$ cat config.mk
export PLATFORM = sky130hd
export DESIGN_NAME = sensor_frame_request_and_reply_check
export DESIGN_NICKNAME = d
export VERILOG_FILES = /design/src/sfrc_pkg.sv /design/src/sensor_frame_request_and_reply_check.sv /design/src/sfrc_tx.sv
export SDC_FILE = /design/constraint.sdc
export NUM_CORES = 1
export LEC_CHECK = 0
export ABC_CLOCK_PERIOD_IN_PS = 6100
export BUFFER_PORTS_ARGS = -buffer_cell sky130_fd_sc_hd__buf_4
export CORE_MARGIN = 4
export CORE_UTILIZATION = 50
export CTS_CLUSTER_DIAMETER = 80
export CTS_CLUSTER_SIZE = 16
export DETAILED_ROUTE_END_ITERATION = 7
export GPL_TIMING_DRIVEN = 0
export PLACE_DENSITY = 0.7
export SYNTH_ARGS = -nofsm -noshare
export SYNTH_HDL_FRONTEND = slang
export SYNTH_SLANG_ARGS = --single-unit
$ cat constraint.sdc
create_clock -name clk -period 6.1 [get_ports clk]
set_clock_uncertainty 0.05 [all_clocks]
set_input_delay 0.915 -clock clk [delete_from_list [all_inputs] [get_ports clk]]
set_output_delay 0.915 -clock clk [all_outputs]
set_load 0.01 [all_outputs]
$ cat src/sfrc_pkg.sv
`default_nettype none
package sfrc_pkg;

	localparam logic [1:0] OP_START = 2'd0;
	localparam logic [1:0] OP_BYTE  = 2'd1;
	localparam logic [1:0] OP_TICK  = 2'd2;

	localparam logic [1:0] ST_OK      = 2'd0;
	localparam logic [1:0] ST_FRAME   = 2'd1;
	localparam logic [1:0] ST_TIMEOUT = 2'd2;
	localparam logic [1:0] ST_CRC     = 2'd3;

	localparam logic [1:0] CFG_ADDR    = 2'd0;
	localparam logic [1:0] CFG_REQ     = 2'd1;
	localparam logic [1:0] CFG_REPLY   = 2'd2;
	localparam logic [1:0] CFG_TIMEOUT = 2'd3;

	localparam logic       KIND_TX   = 1'b0;
	localparam logic       KIND_DONE = 1'b1;

	localparam logic [15:0] CRC_POLY = 16'hA001;
	localparam logic [15:0] CRC_INIT = 16'hFFFF;

	localparam logic [7:0] SOF_BYTE  = 8'h5A;
	localparam logic [7:0] SYNC_BYTE = 8'hAA;
	localparam logic [7:0] CR_BYTE   = 8'h0D;
	localparam logic [7:0] LF_BYTE   = 8'h0A;
	localparam logic [7:0] FF_BYTE   = 8'hFF;
	localparam logic [7:0] ONE_BYTE  = 8'h01;

	localparam int BC_W = 6;
	localparam logic [16:0] FRAME_OVERHEAD = 17'd12;
	localparam logic [15:0] MIN_LEN = 16'd2;

	localparam logic [BC_W-1:0] POS_SYNC    = 6'd0;
	localparam logic [BC_W-1:0] POS_ADDR    = 6'd1;
	localparam logic [BC_W-1:0] POS_TYPE    = 6'd2;
	localparam logic [BC_W-1:0] POS_CMD     = 6'd3;
	localparam logic [BC_W-1:0] POS_ZERO    = 6'd4;
	localparam logic [BC_W-1:0] POS_STAT    = 6'd5;
	localparam logic [BC_W-1:0] POS_LEN_LO  = 6'd6;
	localparam logic [BC_W-1:0] POS_LEN_HI  = 6'd7;
	localparam logic [BC_W-1:0] POS_TEMP_LO = 6'd8;
	localparam logic [BC_W-1:0] POS_TEMP_HI = 6'd9;

	localparam logic [3:0] TX_SOF    = 4'd0;
	localparam logic [3:0] TX_ADDR   = 4'd1;
	localparam logic [3:0] TX_REQ    = 4'd2;
	localparam logic [3:0] TX_CMD    = 4'd3;
	localparam logic [3:0] TX_ZERO   = 4'd4;
	localparam logic [3:0] TX_FF     = 4'd5;
	localparam logic [3:0] TX_ONE    = 4'd6;
	localparam logic [3:0] TX_PAD0   = 4'd7;
	localparam logic [3:0] TX_PAD1   = 4'd8;
	localparam logic [3:0] TX_CRC_LO = 4'd9;
	localparam logic [3:0] TX_CRC_HI = 4'd10;
	localparam logic [3:0] TX_CR     = 4'd11;
	localparam logic [3:0] TX_LF     = 4'd12;

	typedef struct packed {
		logic [1:0] opcode;
		logic [7:0] command;
		logic [7:0] rx_byte;
	} item_t;

	typedef struct packed {
		logic               kind;
		logic [7:0]         tx_byte;
		logic               last;
		logic [1:0]         status;
		logic signed [15:0] temperature;
	} result_t;

	typedef struct packed {
		logic       busy;
		logic [7:0] tx_byte;
		logic       last;
	} tx_status_t;

	function automatic logic [15:0] crc_byte(input logic [15:0] crc, input logic [7:0] b);
		logic [15:0] c;
		c = crc ^ {8'h00, b};
		for (int k = 0; k < 8; k++) begin
			if (c[0]) begin
				c = (c >> 1) ^ CRC_POLY;
			end else begin
				c = c >> 1;
			end
		end
		return c;
	endfunction

endpackage
`default_nettype wire

$ cat src/sensor_frame_request_and_reply_check.sv
// Channel  | Signals                                   | Direction | Moves
// item     | item_valid, item_ready, item              | in        | one item_t per handshake
// result   | result_valid, result_ready, result        | out       | one result_t per handshake
// cfg      | cfg_valid, cfg_ready, cfg_index, cfg_data | in        | one register write
//
// An accepted item is registered in the input stage and is resolved there.
// A start item makes the request sequencer emit 13 result items, one per cycle at best,
// and the input stage holds the next item until the last of those bytes is in the result register.
// Received bytes and ticks leave the input stage as they are resolved; the result register lets a new item enter while
// a result waits. Reset leaves the block idle with register defaults; no clearing pass.
`default_nettype none
module sensor_frame_request_and_reply_check #(
	parameter int MAX_FRAME = 32
) (
	input  wire logic              clk,
	input  wire logic              arst_n,
	input  wire logic              item_valid,
	output logic                   item_ready,
	input  wire sfrc_pkg::item_t   item,
	output logic                   result_valid,
	input  wire logic              result_ready,
	output sfrc_pkg::result_t      result,
	input  wire logic              cfg_valid,
	output logic                   cfg_ready,
	input  wire logic [1:0]        cfg_index,
	input  wire logic [15:0]       cfg_data
);
	import sfrc_pkg::*;

	logic [7:0]  device_address_q;
	logic [7:0]  request_type_q;
	logic [7:0]  reply_type_q;
	logic [15:0] timeout_ticks_q;

	logic        valid_s1;
	item_t       item_s1;

	logic            busy_q;
	logic [BC_W-1:0] byte_count_q;
	logic [15:0]     elapsed_q;
	logic [15:0]     crc_q;
	logic [7:0]      exp_cmd_q;
	logic            header_ok_q;
	logic [15:0]     len_q;
	logic [15:0]     rx_crc_q;
	logic [15:0]     temp_q;
	logic            trailer_ok_q;

	logic            busy_n;
	logic [BC_W-1:0] byte_count_n;
	logic [15:0]     elapsed_n;
	logic [15:0]     crc_n;
	logic [7:0]      exp_cmd_n;
	logic            header_ok_n;
	logic [15:0]     len_n;
	logic [15:0]     rx_crc_n;
	logic [15:0]     temp_n;
	logic            trailer_ok_n;

	logic            res_valid;
	result_t         res;
	logic            start_c;
	logic            out_free;
	logic            fire_s1;
	logic            out_valid_q;
	result_t         out_q;
	tx_status_t      tx;

	logic [BC_W-1:0] p;
	logic [7:0]      b;
	logic [16:0]     p17;
	logic [16:0]     len17;
	logic [16:0]     total;
	logic            hdr_match;

	assign cfg_ready = 1'b1;

	always_ff @(posedge clk or negedge arst_n) begin
		if (!arst_n) begin
			device_address_q <= 8'd165;
			request_type_q   <= 8'd81;
			reply_type_q     <= 8'd97;
			timeout_ticks_q  <= 16'd200;
		end else if (cfg_valid) begin
			case (cfg_index)
				CFG_ADDR:    device_address_q <= cfg_data[7:0];
				CFG_REQ:     request_type_q   <= cfg_data[7:0];
				CFG_REPLY:   reply_type_q     <= cfg_data[7:0];
				CFG_TIMEOUT: timeout_ticks_q  <= cfg_data;
				default:     ;
			endcase
		end
	end

	assign out_free   = !out_valid_q || result_ready;
	assign fire_s1    = valid_s1 && !tx.busy && (!res_valid || out_free);
	assign item_ready = !valid_s1 || fire_s1;

	always_ff @(posedge clk or negedge arst_n) begin
		if (!arst_n) begin
			valid_s1 <= 1'b0;
		end else if (item_ready) begin
			valid_s1 <= item_valid;
		end
	end

	always_ff @(posedge clk) begin
		if (item_ready && item_valid) begin
			item_s1 <= item;
		end
	end

	assign p     = byte_count_q;
	assign b     = item_s1.rx_byte;
	assign p17   = {{(17-BC_W){1'b0}}, p};
	assign len17 = {1'b0, len_n};
	assign total = len17 + FRAME_OVERHEAD;

	always_comb begin
		case (p)
			POS_ADDR:             hdr_match = (b == device_address_q);
			POS_TYPE:             hdr_match = (b == reply_type_q);
			POS_CMD:              hdr_match = (b == exp_cmd_q);
			POS_ZERO, POS_STAT:   hdr_match = (b == 8'h00);
			default:              hdr_match = 1'b1;
		endcase
	end

	always_comb begin
		busy_n       = busy_q;
		byte_count_n = byte_count_q;
		elapsed_n    = elapsed_q;
		crc_n        = crc_q;
		exp_cmd_n    = exp_cmd_q;
		header_ok_n  = header_ok_q;
		len_n        = len_q;
		rx_crc_n     = rx_crc_q;
		temp_n       = temp_q;
		trailer_ok_n = trailer_ok_q;
		res_valid    = 1'b0;
		start_c      = 1'b0;
		res.kind        = KIND_DONE;
		res.tx_byte     = 8'h00;
		res.last        = 1'b0;
		res.status      = ST_OK;
		res.temperature = 16'sd0;

		if (item_s1.opcode == OP_START) begin
			start_c      = 1'b1;
			busy_n       = 1'b1;
			exp_cmd_n    = item_s1.command;
			byte_count_n = '0;
			elapsed_n    = 16'd0;
			crc_n        = CRC_INIT;
			header_ok_n  = 1'b1;
			len_n        = 16'd0;
			rx_crc_n     = 16'd0;
			temp_n       = 16'd0;
			trailer_ok_n = 1'b1;
		end else if (busy_q && item_s1.opcode == OP_TICK) begin
			if (elapsed_q != 16'hFFFF) begin
				elapsed_n = elapsed_q + 16'd1;
			end
			if (elapsed_n >= timeout_ticks_q) begin
				busy_n     = 1'b0;
				res_valid  = 1'b1;
				res.status = ST_TIMEOUT;
			end
		end else if (busy_q && item_s1.opcode == OP_BYTE) begin
			if (p == POS_SYNC) begin
				if (b == SYNC_BYTE) begin
					byte_count_n = POS_ADDR;
				end
			end else begin
				if (!hdr_match) begin
					header_ok_n = 1'b0;
				end
				if (p == POS_LEN_LO) begin
					len_n = {8'h00, b};
				end else if (p == POS_LEN_HI) begin
					len_n = {b, len_q[7:0]};
				end
				if (p <= POS_LEN_HI || p17 <= len17 + 17'd7) begin
					crc_n = crc_byte(crc_q, b);
				end
				if (p == POS_TEMP_LO) begin
					temp_n = {temp_q[15:8], b};
				end
				if (p == POS_TEMP_HI) begin
					temp_n = {b, temp_q[7:0]};
				end
				if (p >= POS_TEMP_LO) begin
					if (p17 == len17 + 17'd8) begin
						rx_crc_n = {rx_crc_q[15:8], b};
					end
					if (p17 == len17 + 17'd9) begin
						rx_crc_n = {b, rx_crc_q[7:0]};
					end
					if (p17 == len17 + 17'd10 && b != CR_BYTE) begin
						trailer_ok_n = 1'b0;
					end
					if (p17 == len17 + 17'd11 && b != LF_BYTE) begin
						trailer_ok_n = 1'b0;
					end
				end
				byte_count_n = p + 1'b1;
				if (p >= POS_LEN_HI) begin
					if (total > 17'(MAX_FRAME)) begin
						busy_n     = 1'b0;
						res_valid  = 1'b1;
						res.status = ST_FRAME;
					end else if (p17 + 17'd1 >= total) begin
						busy_n    = 1'b0;
						res_valid = 1'b1;
						if (!trailer_ok_n || !header_ok_n || len_n < MIN_LEN) begin
							res.status = ST_FRAME;
						end else if (rx_crc_n != 16'd0 && rx_crc_n != crc_n) begin
							res.status = ST_CRC;
						end else begin
							res.status      = ST_OK;
							res.temperature = temp_n;
						end
					end
				end
			end
		end
	end

	always_ff @(posedge clk or negedge arst_n) begin
		if (!arst_n) begin
			busy_q       <= 1'b0;
			byte_count_q <= '0;
			elapsed_q    <= 16'd0;
			crc_q        <= CRC_INIT;
			exp_cmd_q    <= 8'h00;
			header_ok_q  <= 1'b1;
			len_q        <= 16'd0;
			rx_crc_q     <= 16'd0;
			temp_q       <= 16'd0;
			trailer_ok_q <= 1'b1;
		end else if (fire_s1) begin
			busy_q       <= busy_n;
			byte_count_q <= byte_count_n;
			elapsed_q    <= elapsed_n;
			crc_q        <= crc_n;
			exp_cmd_q    <= exp_cmd_n;
			header_ok_q  <= header_ok_n;
			len_q        <= len_n;
			rx_crc_q     <= rx_crc_n;
			temp_q       <= temp_n;
			trailer_ok_q <= trailer_ok_n;
		end
	end

	sfrc_tx u_tx (
		.clk            (clk),
		.arst_n         (arst_n),
		.start          (fire_s1 && start_c),
		.command        (item_s1.command),
		.device_address (device_address_q),
		.request_type   (request_type_q),
		.advance        (out_free),
		.status         (tx)
	);

	always_ff @(posedge clk or negedge arst_n) begin
		if (!arst_n) begin
			out_valid_q <= 1'b0;
		end else if (out_free) begin
			out_valid_q <= tx.busy || (fire_s1 && res_valid);
		end
	end

	always_ff @(posedge clk) begin
		if (out_free) begin
			if (tx.busy) begin
				out_q.kind        <= KIND_TX;
				out_q.tx_byte     <= tx.tx_byte;
				out_q.last        <= tx.last;
				out_q.status      <= ST_OK;
				out_q.temperature <= 16'sd0;
			end else begin
				out_q <= res;
			end
		end
	end

	assign result_valid = out_valid_q;
	assign result       = out_q;

	a_no_fire_while_tx: assert property (@(posedge clk) disable iff (!arst_n)
		tx.busy |-> !fire_s1)
		else $error("input stage resolved an item while request bytes were pending");

	a_done_fields: assert property (@(posedge clk) disable iff (!arst_n)
		out_valid_q && out_q.kind == KIND_DONE |-> out_q.tx_byte == 8'h00 && !out_q.last)
		else $error("completion carries request byte fields");

	a_tx_fields: assert property (@(posedge clk) disable iff (!arst_n)
		out_valid_q && out_q.kind == KIND_TX |-> out_q.status == ST_OK
		&& out_q.temperature == 16'sd0)
		else $error("request byte carries completion fields");

	a_count_bound: assert property (@(posedge clk) disable iff (!arst_n)
		busy_q |-> 32'(byte_count_q) < MAX_FRAME)
		else $error("byte count ran past the largest frame while busy");

	a_ok_needs_len: assert property (@(posedge clk) disable iff (!arst_n)
		fire_s1 && res_valid && res.status == ST_OK && res.kind == KIND_DONE
		|-> len_n >= MIN_LEN && header_ok_n && trailer_ok_n)
		else $error("success reported for a malformed frame");

endmodule
`default_nettype wire

$ cat src/sfrc_tx.sv
`default_nettype none
module sfrc_tx (
	input  wire logic               clk,
	input  wire logic               arst_n,
	input  wire logic               start,
	input  wire logic [7:0]         command,
	input  wire logic [7:0]         device_address,
	input  wire logic [7:0]         request_type,
	input  wire logic               advance,
	output sfrc_pkg::tx_status_t    status
);
	import sfrc_pkg::*;

	logic        busy_q;
	logic [3:0]  idx_q;
	logic [15:0] crc_q;
	logic [7:0]  cmd_q;
	logic [7:0]  byte_c;

	always_comb begin
		case (idx_q)
			TX_SOF:    byte_c = SOF_BYTE;
			TX_ADDR:   byte_c = device_address;
			TX_REQ:    byte_c = request_type;
			TX_CMD:    byte_c = cmd_q;
			TX_ZERO:   byte_c = 8'h00;
			TX_FF:     byte_c = FF_BYTE;
			TX_ONE:    byte_c = ONE_BYTE;
			TX_PAD0:   byte_c = 8'h00;
			TX_PAD1:   byte_c = 8'h00;
			TX_CRC_LO: byte_c = crc_q[7:0];
			TX_CRC_HI: byte_c = crc_q[15:8];
			TX_CR:     byte_c = CR_BYTE;
			TX_LF:     byte_c = LF_BYTE;
			default:   byte_c = 8'h00;
		endcase
	end

	always_ff @(posedge clk or negedge arst_n) begin
		if (!arst_n) begin
			busy_q <= 1'b0;
			idx_q  <= TX_SOF;
		end else if (start) begin
			busy_q <= 1'b1;
			idx_q  <= TX_SOF;
		end else if (busy_q && advance) begin
			if (idx_q == TX_LF) begin
				busy_q <= 1'b0;
			end
			idx_q <= idx_q + 4'd1;
		end
	end

	always_ff @(posedge clk) begin
		if (start) begin
			crc_q <= CRC_INIT;
			cmd_q <= command;
		end else if (busy_q && advance && idx_q >= TX_ADDR && idx_q <= TX_PAD1) begin
			crc_q <= crc_byte(crc_q, byte_c);
		end
	end

	assign status.busy    = busy_q;
	assign status.tx_byte = byte_c;
	assign status.last    = (idx_q == TX_LF);

endmodule
`default_nettype wire

==> results.sh, run 1 <==
export IMPL_rsz0062_at_grt="yes"
export IMPL_placed_area_sq_um=15000
export IMPL_worst_setup_path_start_kind="flip-flop"
export IMPL_seqPwrFrac=0.310
export IMPL_ys_flop_type="dfrtp_1"
export IMPL_antenna_found_initial=0
export IMPL_fillers=2347
export IMPL_clock_fmax_mhz=158
export IMPL_timing_rr_start="byte_count_q[3]"
export IMPL_slowest_stage="or4b_4"
export IMPL_pwr_share_comb=0.533
export IMPL_power_density_nw_per_um2=437
export IMPL_cts_buffers=18
export IMPL_via_count=12502
export IMPL_use_met3=0.0513
export IMPL_finalMaxSlewViolations=0
export IMPL_cp_depth=25
export IMPL_n_antenna_cell=0
export IMPL_synth_edf_count=54
export IMPL_slowest_delay_ns=0.60
export IMPL_critPathTopFamily="simple AND/OR/NAND/NOR gates"
export IMPL_final_nets=1698
export IMPL_synth_adder_area_share=0.0439
export IMPL_fin_ws_ns=-0.227
export IMPL_setup_violations=18
export IMPL_crit_buf_inv=5
export IMPL_worstPathArrival_ns=6.52
export IMPL_drv_cap=0
export IMPL_drcViolationCount=0
export IMPL_synth_xor_area_frac=0.0796
export IMPL_gp_congestion=1.01
export IMPL_fin_area_sq_um=16500
export IMPL_synth_fp_nets=1563
export IMPL_dp_hpwl_mm=32.2
export IMPL_hold_viol=0
export IMPL_grtUsageTotal=0.288
export IMPL_swShare=0.424
export IMPL_routed_wl_mm=45.3
export IMPL_grtUsageMet2=0.439
export IMPL_place_ws_ns=-2.26
export IMPL_post_route_period_util=1.04
export IMPL_insertion_delay_ns=0.52
export IMPL_die_x_um=175
export IMPL_via_per_inst=6.28
export IMPL_drive_gt1_frac=0.220
export IMPL_ir_drop_v=0.000418
export IMPL_die_area_sq_um=30700
export IMPL_clock_tree_root_cell="clkbuf_16"
export IMPL_synth_cell_area_sq_um=14000
export IMPL_yosysSeqAreaShare=0.400
export IMPL_reg2reg_slack_ns=-0.23
export IMPL_antenna_left=0
export IMPL_net_switching_power_mw=3.05
export IMPL_cts_tree="yes"
export IMPL_tns_ns=-2.83
export IMPL_synthTopCellsByArea="dfrtp_1 20%, edfxtp_1 12%, dfstp_2 5.8%"
export IMPL_cts_buffer_depth=3
export IMPL_core_sq_um=27300
export IMPL_critPathMostFrequentCell="o21a_1"
export IMPL_finalPower_mw=7.19
export IMPL_startpoint="byte_count_q[3]"
export IMPL_path_max_fanout=7
export IMPL_routedWlPerCell_um=22.7
export IMPL_crit_path_end_kind="flip-flop"
export IMPL_synth_avg_cell_area_sq_um=9.49
export IMPL_synth_compound_area_frac=0.169
export IMPL_grt_ovfl_total=0
export IMPL_r2r_cells=25
export IMPL_path_clk_slew_ns=0.07
export IMPL_use_met1=0.415
export IMPL_status="finished with violations"
export IMPL_yosys_area_top_type_share=0.202
export IMPL_drtIter0Drc=1471
export IMPL_io_buffers=70
export IMPL_synthMuxAreaShare=0.0944
export IMPL_synth_distinct_cells=90
export IMPL_rows=60
export IMPL_busiest_layer="met2"
export IMPL_min_period_ns=6.33
export IMPL_crit_required_ns=6.30
export IMPL_cts_sinks=214
export IMPL_yosysWarnings=0
export IMPL_grt_pass1_wl_mm=70.5
export IMPL_grt_max_degree=83
export IMPL_initial_utilization=0.513
export IMPL_die_h_um=175
export IMPL_path_class="flip-flop to flip-flop"
export IMPL_synth_top_family_by_area="simple AND/OR/NAND/NOR gates"
export IMPL_violations="negative setup slack"
export IMPL_yosys_area_share_simple=0.170
export IMPL_synth_top_area_cell="dfrtp_1"
export IMPL_ios=72
export IMPL_grt_pass1_vias=12238
export IMPL_p_int_mw=4.14
export IMPL_power_leakage_nw=6.85
export IMPL_reg2reg_to="result[16]"
export IMPL_p_clk_frac=0.157
export IMPL_dr_pass1_iters=6
export IMPL_hold_path_class="input pin to asynchronous set/reset pin"
export IMPL_synth_async_reset_ratio=0.673
export IMPL_h_tree_depth=1
export IMPL_tightestPinTransition_ns=1.22
export IMPL_areaGrowthSynthToFinish_pct=17.7
export IMPL_cts_hold_buffers=0
export IMPL_slew_headroom=0.188
export IMPL_ys_ff_latch=214
export IMPL_netlist_instances=1473
cell type report:
class | instances | area, sq um | area share
buffer | 79 | 433 | 0.0263
clock buffer | 28 | 488 | 0.0297
multi-input combinational | 1113 | 8240 | 0.500
tap | 372 | 465 | 0.0283
sequential | 214 | 5590 | 0.340
inverter | 60 | 225 | 0.0137
clock inverter | 4 | 46.3 | 0.00281
timing repair buffer | 122 | 971 | 0.0590
cell usage after synthesis, types with 5 or more instances:
| master | instances |
|---|---|
| nor3_2 | 11 |
| or2_2 | 7 |
| nand3_1 | 37 |
| dfxtp_1 | 16 |
| a22o_1 | 15 |
| xor2_1 | 36 |
| a31oi_1 | 13 |
| a221oi_1 | 5 |
| a21o_1 | 21 |
| a311oi_1 | 5 |
| mux2i_1 | 67 |
| a21oi_1 | 75 |
| dfrtp_1 | 113 |
| o22a_1 | 12 |
| nand4_1 | 24 |
| or4_1 | 6 |
| clkbuf_1 | 58 |
| xnor2_1 | 91 |
| o21ai_0 | 64 |
| nor4_1 | 19 |
| buf_2 | 18 |
| inv_1 | 58 |
| or3_1 | 10 |
| nand2_1 | 150 |
| o2bb2ai_1 | 27 |
| o31ai_1 | 7 |
| dfstp_2 | 31 |
| a22oi_1 | 8 |
| ha_1 | 49 |
| and2_1 | 9 |
| o21ai_1 | 5 |
| buf_1 | 5 |
| nand2b_1 | 15 |
| nor3_1 | 44 |
| edfxtp_1 | 54 |
| nor2b_1 | 11 |
| o211ai_1 | 23 |
| nor2_1 | 86 |
| o21a_1 | 7 |
| mux2_2 | 55 |
| o2111ai_1 | 6 |
| nand3b_1 | 6 |
| and3_1 | 12 |
power groups by stage:
stage	Sequential, mW	Clock, mW	Combinational [mW]
after detailed placement	2.24	0	3.55
after floorplan	2.16	0	2.71
after global routing	2.27	1.20	4.19
after global placement	2.23	0	3.50
final	2.23	1.13	3.83
after CTS	2.22	1.15	3.72
metal layers:
metal	up-vias	routed length, um
li1	5643	-
met1	6046	19500
met2	662	19700
met3	151	4120
met4	0	1890
met5	-	0
kinds of logic after synthesis:
logic type | count (synthesis)
other | 1
buffers and inverters | 146
flip-flops | 214
multiplexers | 124
AND/OR/NAND/NOR | 469
adder cells (fa/ha/maj) | 49
AO/OA/AOI/OAI | 343
XOR/XNOR | 127
stage by stage:
stage	instances	hold slack (ns)	utilization
finish	1992	0.406	0.604
global route	1992	0.412	0.604
CTS	1990	0.407	0.600
detailed placement	1917	0.388	0.552
global placement	1915	0.385	0.551
floorplan	1473	0.376	-
registers in the layout (all words and copies together) (netlist names), 10 cells and up:
register / flops
crc_q: 16
elapsed_q: 16
item_s1: 10
len_q: 16
result: 28
rx_crc_q: 16
temp_q: 16
timeout_ticks_q: 16
u_tx.crc_q: 16
how the worst max path moves through the flow:
stage,endpoint,slack (ns)
finish,result[16],-0.23
global route,result[16],-0.40
CTS,result[16],-0.12
detailed placement,result[11],-2.26
global placement,b[2],-2.29
floorplan,result[0],0.02
layout by cell type (no fill, tap or decap), drive strengths merged, types with 6 or more instances in the layout:
master   instances
mux2i           68
inv             62
edfxtp          54
nand4           25
and3            12
mux2            56
o21ai           69
a22oi            9
clkbuf          83
a21o            21
o21a             7
dfrtp          113
and2             9
o2bb2ai         27
nand2b          15
nor2b           11
xnor2           91
nand2          150
or2              8
nor3            55
buf            146
xor2            36
a22o            15
o22a            12
a21oi           76
nor2            87
o31ai            7
nand3b           6
or3             10
or4              6
o211ai          24
ha              49
nand3           38
dfxtp           16
dfstp           31
nor4            19
o2111ai          6
a31oi           13
what timing repair did:
action,CTS,global route
gates cloned,1,0
resized for setup,110,23
endpoints found under the setup margin,126,29
pin swaps,45,6
buffers inserted,46,3
Power figures use the tool's default switching activity.
==> inputs of run 2 (changes only) <==
CTS_CLUSTER_SIZE = 8   (was 16)
SYNTH_HIERARCHICAL = 1   (was default)
==> run 2 against run 1 <==
Net effect:
- cell count rose by 7.1%
- hold slack got worse by 0.099 ns
- critical endpoint is now result[13]
- critical path type unchanged
- fmax barely moved
- register-to-register slack barely moved
- largest cell class unchanged
- combinational power rose by 68%
- die area rose by 6.0%
- critical path depth rose by 3
- power rose by 43%
- synthesized area rose by 6.3%
- the run still ends with negative setup slack left
- utilization rose by 1.9 points
- synthesized cell count rose by 6.0%
- cell area rose by 9.8%
==> results.sh, run 2 <==
export IMPL_clock_fmax_mhz=158
export IMPL_via_per_inst=6.36
export IMPL_grtUsageTotal=0.282
export IMPL_slowest_delay_ns=0.67
export IMPL_synthMuxAreaShare=0.0793
export IMPL_hold_viol=0
export IMPL_synth_fp_nets=1654
export IMPL_synth_edf_count=54
export IMPL_fillers=2368
export IMPL_yosys_area_share_simple=0.177
export IMPL_routed_wl_mm=47.8
export IMPL_worst_setup_path_start_kind="flip-flop"
export IMPL_synthTopCellsByArea="dfrtp_1 19%, edfxtp_1 11%, dfstp_2 5.5%"
export IMPL_dp_hpwl_mm=34.1
export IMPL_place_inst=2017
export IMPL_crit_end="result[13]"
export IMPL_post_route_period_util=1.04
export IMPL_yosysSeqAreaShare=0.376
export IMPL_drtIter0Drc=1434
export IMPL_grt_pass1_vias=13140
export IMPL_power_leakage_nw=7.32
export IMPL_fin_area_sq_um=18100
export IMPL_path_max_fanout=10
export IMPL_yosys_area_top_type_share=0.190
export IMPL_n_antenna_cell=0
export IMPL_rsz0062_at_grt="yes"
export IMPL_antenna_left=0
export IMPL_startpoint="byte_count_q[5]"
export IMPL_worstPathArrival_ns=6.64
export IMPL_synth_most_common_cell="nand2_1"
export IMPL_die_x_um=180
export IMPL_routedWlPerCell_um=22.4
export IMPL_crit_buf_inv=8
export IMPL_synth_avg_cell_area_sq_um=9.51
export IMPL_ys_flop_type="dfrtp_1"
export IMPL_dr_pass1_iters=5
export IMPL_synth_distinct_cells=111
export IMPL_synth_adder_area_share=0.0430
export IMPL_drv_cap=0
export IMPL_power_density_nw_per_um2=569
export IMPL_final_cell_mix="139 x buf_4, 134 x nand2_1, 110 x dfrtp_1"
export IMPL_violations="negative setup slack"
export IMPL_grt_max_degree=90
export IMPL_crit_required_ns=6.41
export IMPL_placed_area_sq_um=15900
export IMPL_path_clk_slew_ns=0.06
export IMPL_h_tree_depth=1
export IMPL_rows=62
export IMPL_grt_pass1_wl_mm=74.3
export IMPL_ir_drop_v=0.000437
export IMPL_largest_reg_flops=28
export IMPL_status="finished with violations"
export IMPL_die_area_sq_um=32500
export IMPL_grt_ovfl_total=0
export IMPL_reg2reg_to="result[13]"
export IMPL_crit_path_end_kind="flip-flop"
export IMPL_critPathTopFamily="simple AND/OR/NAND/NOR gates"
export IMPL_antenna_found_initial=0
export IMPL_slew_headroom=0.134
export IMPL_synth_compound_area_frac=0.210
export IMPL_gp_congestion=0.979
export IMPL_ios=72
export IMPL_yosysWarnings=6
export IMPL_clock_tree_root_cell="clkbuf_16"
export IMPL_finalMaxSlewViolations=0
export IMPL_synth_top_cells_by_count="136 x nand2_1, 113 x dfrtp_1, 93 x nor2_1"
export IMPL_final_nets=1818
export IMPL_synth_async_reset_ratio=0.673
export IMPL_setup_violations=17
export IMPL_insertion_delay_ns=0.57
export IMPL_cts_hold_buffers=0
export IMPL_path_class="flip-flop to flip-flop"
export IMPL_cts_buffers=30
export IMPL_core_sq_um=29000
export IMPL_final_common_cell="buf_4"
export IMPL_cts_sinks=214
export IMPL_hold_path_class="input pin to asynchronous set/reset pin"
export IMPL_reg2reg_slack_ns=-0.23
export IMPL_drcViolationCount=0
export IMPL_synth_top_area_cell="dfrtp_1"
export IMPL_io_buffers=70
export IMPL_areaGrowthSynthToFinish_pct=21.7
export IMPL_ys_ff_latch=214
export IMPL_critPathMostFrequentCell="buf_6"
export IMPL_cp_depth=28
export IMPL_min_period_ns=6.33
export IMPL_cts_buffer_depth=3
export IMPL_die_h_um=180
export IMPL_via_count=13577
export IMPL_drive_gt1_frac=0.267
export IMPL_synth_top_family_by_area="compound AO/OA/AOI/OAI gates"
export IMPL_tightestPinTransition_ns=1.30
export IMPL_fin_ws_ns=-0.231
export IMPL_r2r_cells=28
export IMPL_timing_rr_start="byte_count_q[5]"
export IMPL_slowest_stage="or4_4"
export IMPL_cts_tree="yes"
export IMPL_synth_xor_area_frac=0.0671
export IMPL_layoutNonFillerInstCount=2134
export IMPL_initial_utilization=0.512
export IMPL_netlist_instances=1562
export IMPL_synth_cell_area_sq_um=14900
run 2: changes by cell type after synthesis, sizes merged, moves of 17 or more:
cell	change
xor2	-17
mux2i	-17
a32o	+23
nand3	+21
o211ai	-19
buf	+20
o2bb2ai	-27
run 2: through the flow:
step / setup WS, ns / hold slack (ns) / TNS, ns / total power [mW] / utilization
CTS: -0.192 / 0.290 / -2.13 / 9.93 / 0.615
finish: -0.231 / 0.307 / -2.40 / 10.3 / 0.623
floorplan: 0.00350 / 0.370 / 0 / 6.21 / -
global route: -0.406 / 0.314 / -5.48 / 10.9 / 0.623
detailed placement: -1.86 / 0.387 / -121.99 / 7.66 / 0.549
global placement: -1.84 / 0.386 / -111.46 / 7.56 / 0.548
run 2: worst reg2reg max path, delay by kind of cell, from the launching register on:
kind,cells,cell delay (ns)
AND/OR/NAND/NOR,8,1.82
buffers and inverters,8,1.36
AO/OA/AOI/OAI,6,1.15
multiplexers,2,0.47
adder cells (fa/ha/maj),2,0.47
flip-flops,1,0.40
XOR/XNOR,2,0.40
run 2: kinds of logic (layout without fill, tap and decap cells):
family,Yosys count,after routing
multiplexers,108,108
flip-flops,214,214
other,1,1
XOR/XNOR,108,108
adder cells (fa/ha/maj),51,51
AO/OA/AOI/OAI,424,424
buffers and inverters,160,348
AND/OR/NAND/NOR,496,496
run 2: layout make-up:
class,count,area (sq um),share of cell area
multi-input cells,1188,9180,0.508
clock buffers,55,845,0.0467
inverters,56,226,0.0125
plain buffers,96,582,0.0322
repair buffers,140,1140,0.0633
flip-flops and latches,214,5590,0.309
clock inverters,1,30.0,0.00166
well taps,384,480,0.0266
run 2: worst min path at each step:
stage	depth (start not counted)	end
after floorplan	0	u_tx/cmd_q[0]
after global placement	0	u_tx/cmd_q[4]
after detailed placement	0	u_tx/cmd_q[5]
after CTS	1	len_q[4]
after global routing	1	len_q[4]
final	1	len_q[4]
run 2: repair_timing:
action / 4_1_cts / 5_1_grt
buffers inserted: 61 / 7
endpoints found under the setup margin: 127 / 46
pin swaps: 44 / 19
cloned: 1 / 0
resized for setup: 131 / 39
run 2: metal layers:
layer / vias to the layer above / wire length [um] / GRT usage
met4: 0 / 1330 / 0.0802
li1: 6116 / - / -
met1: 6649 / 20600 / 0.397
met3: 104 / 4190 / 0.0535
met5: - / 0 / 0
met2: 708 / 21700 / 0.447
run 2: where the power goes:
group	internal [mW]	switching, mW
sequential	1.94	0.333
clock	0.924	0.639
combinational	2.75	3.71
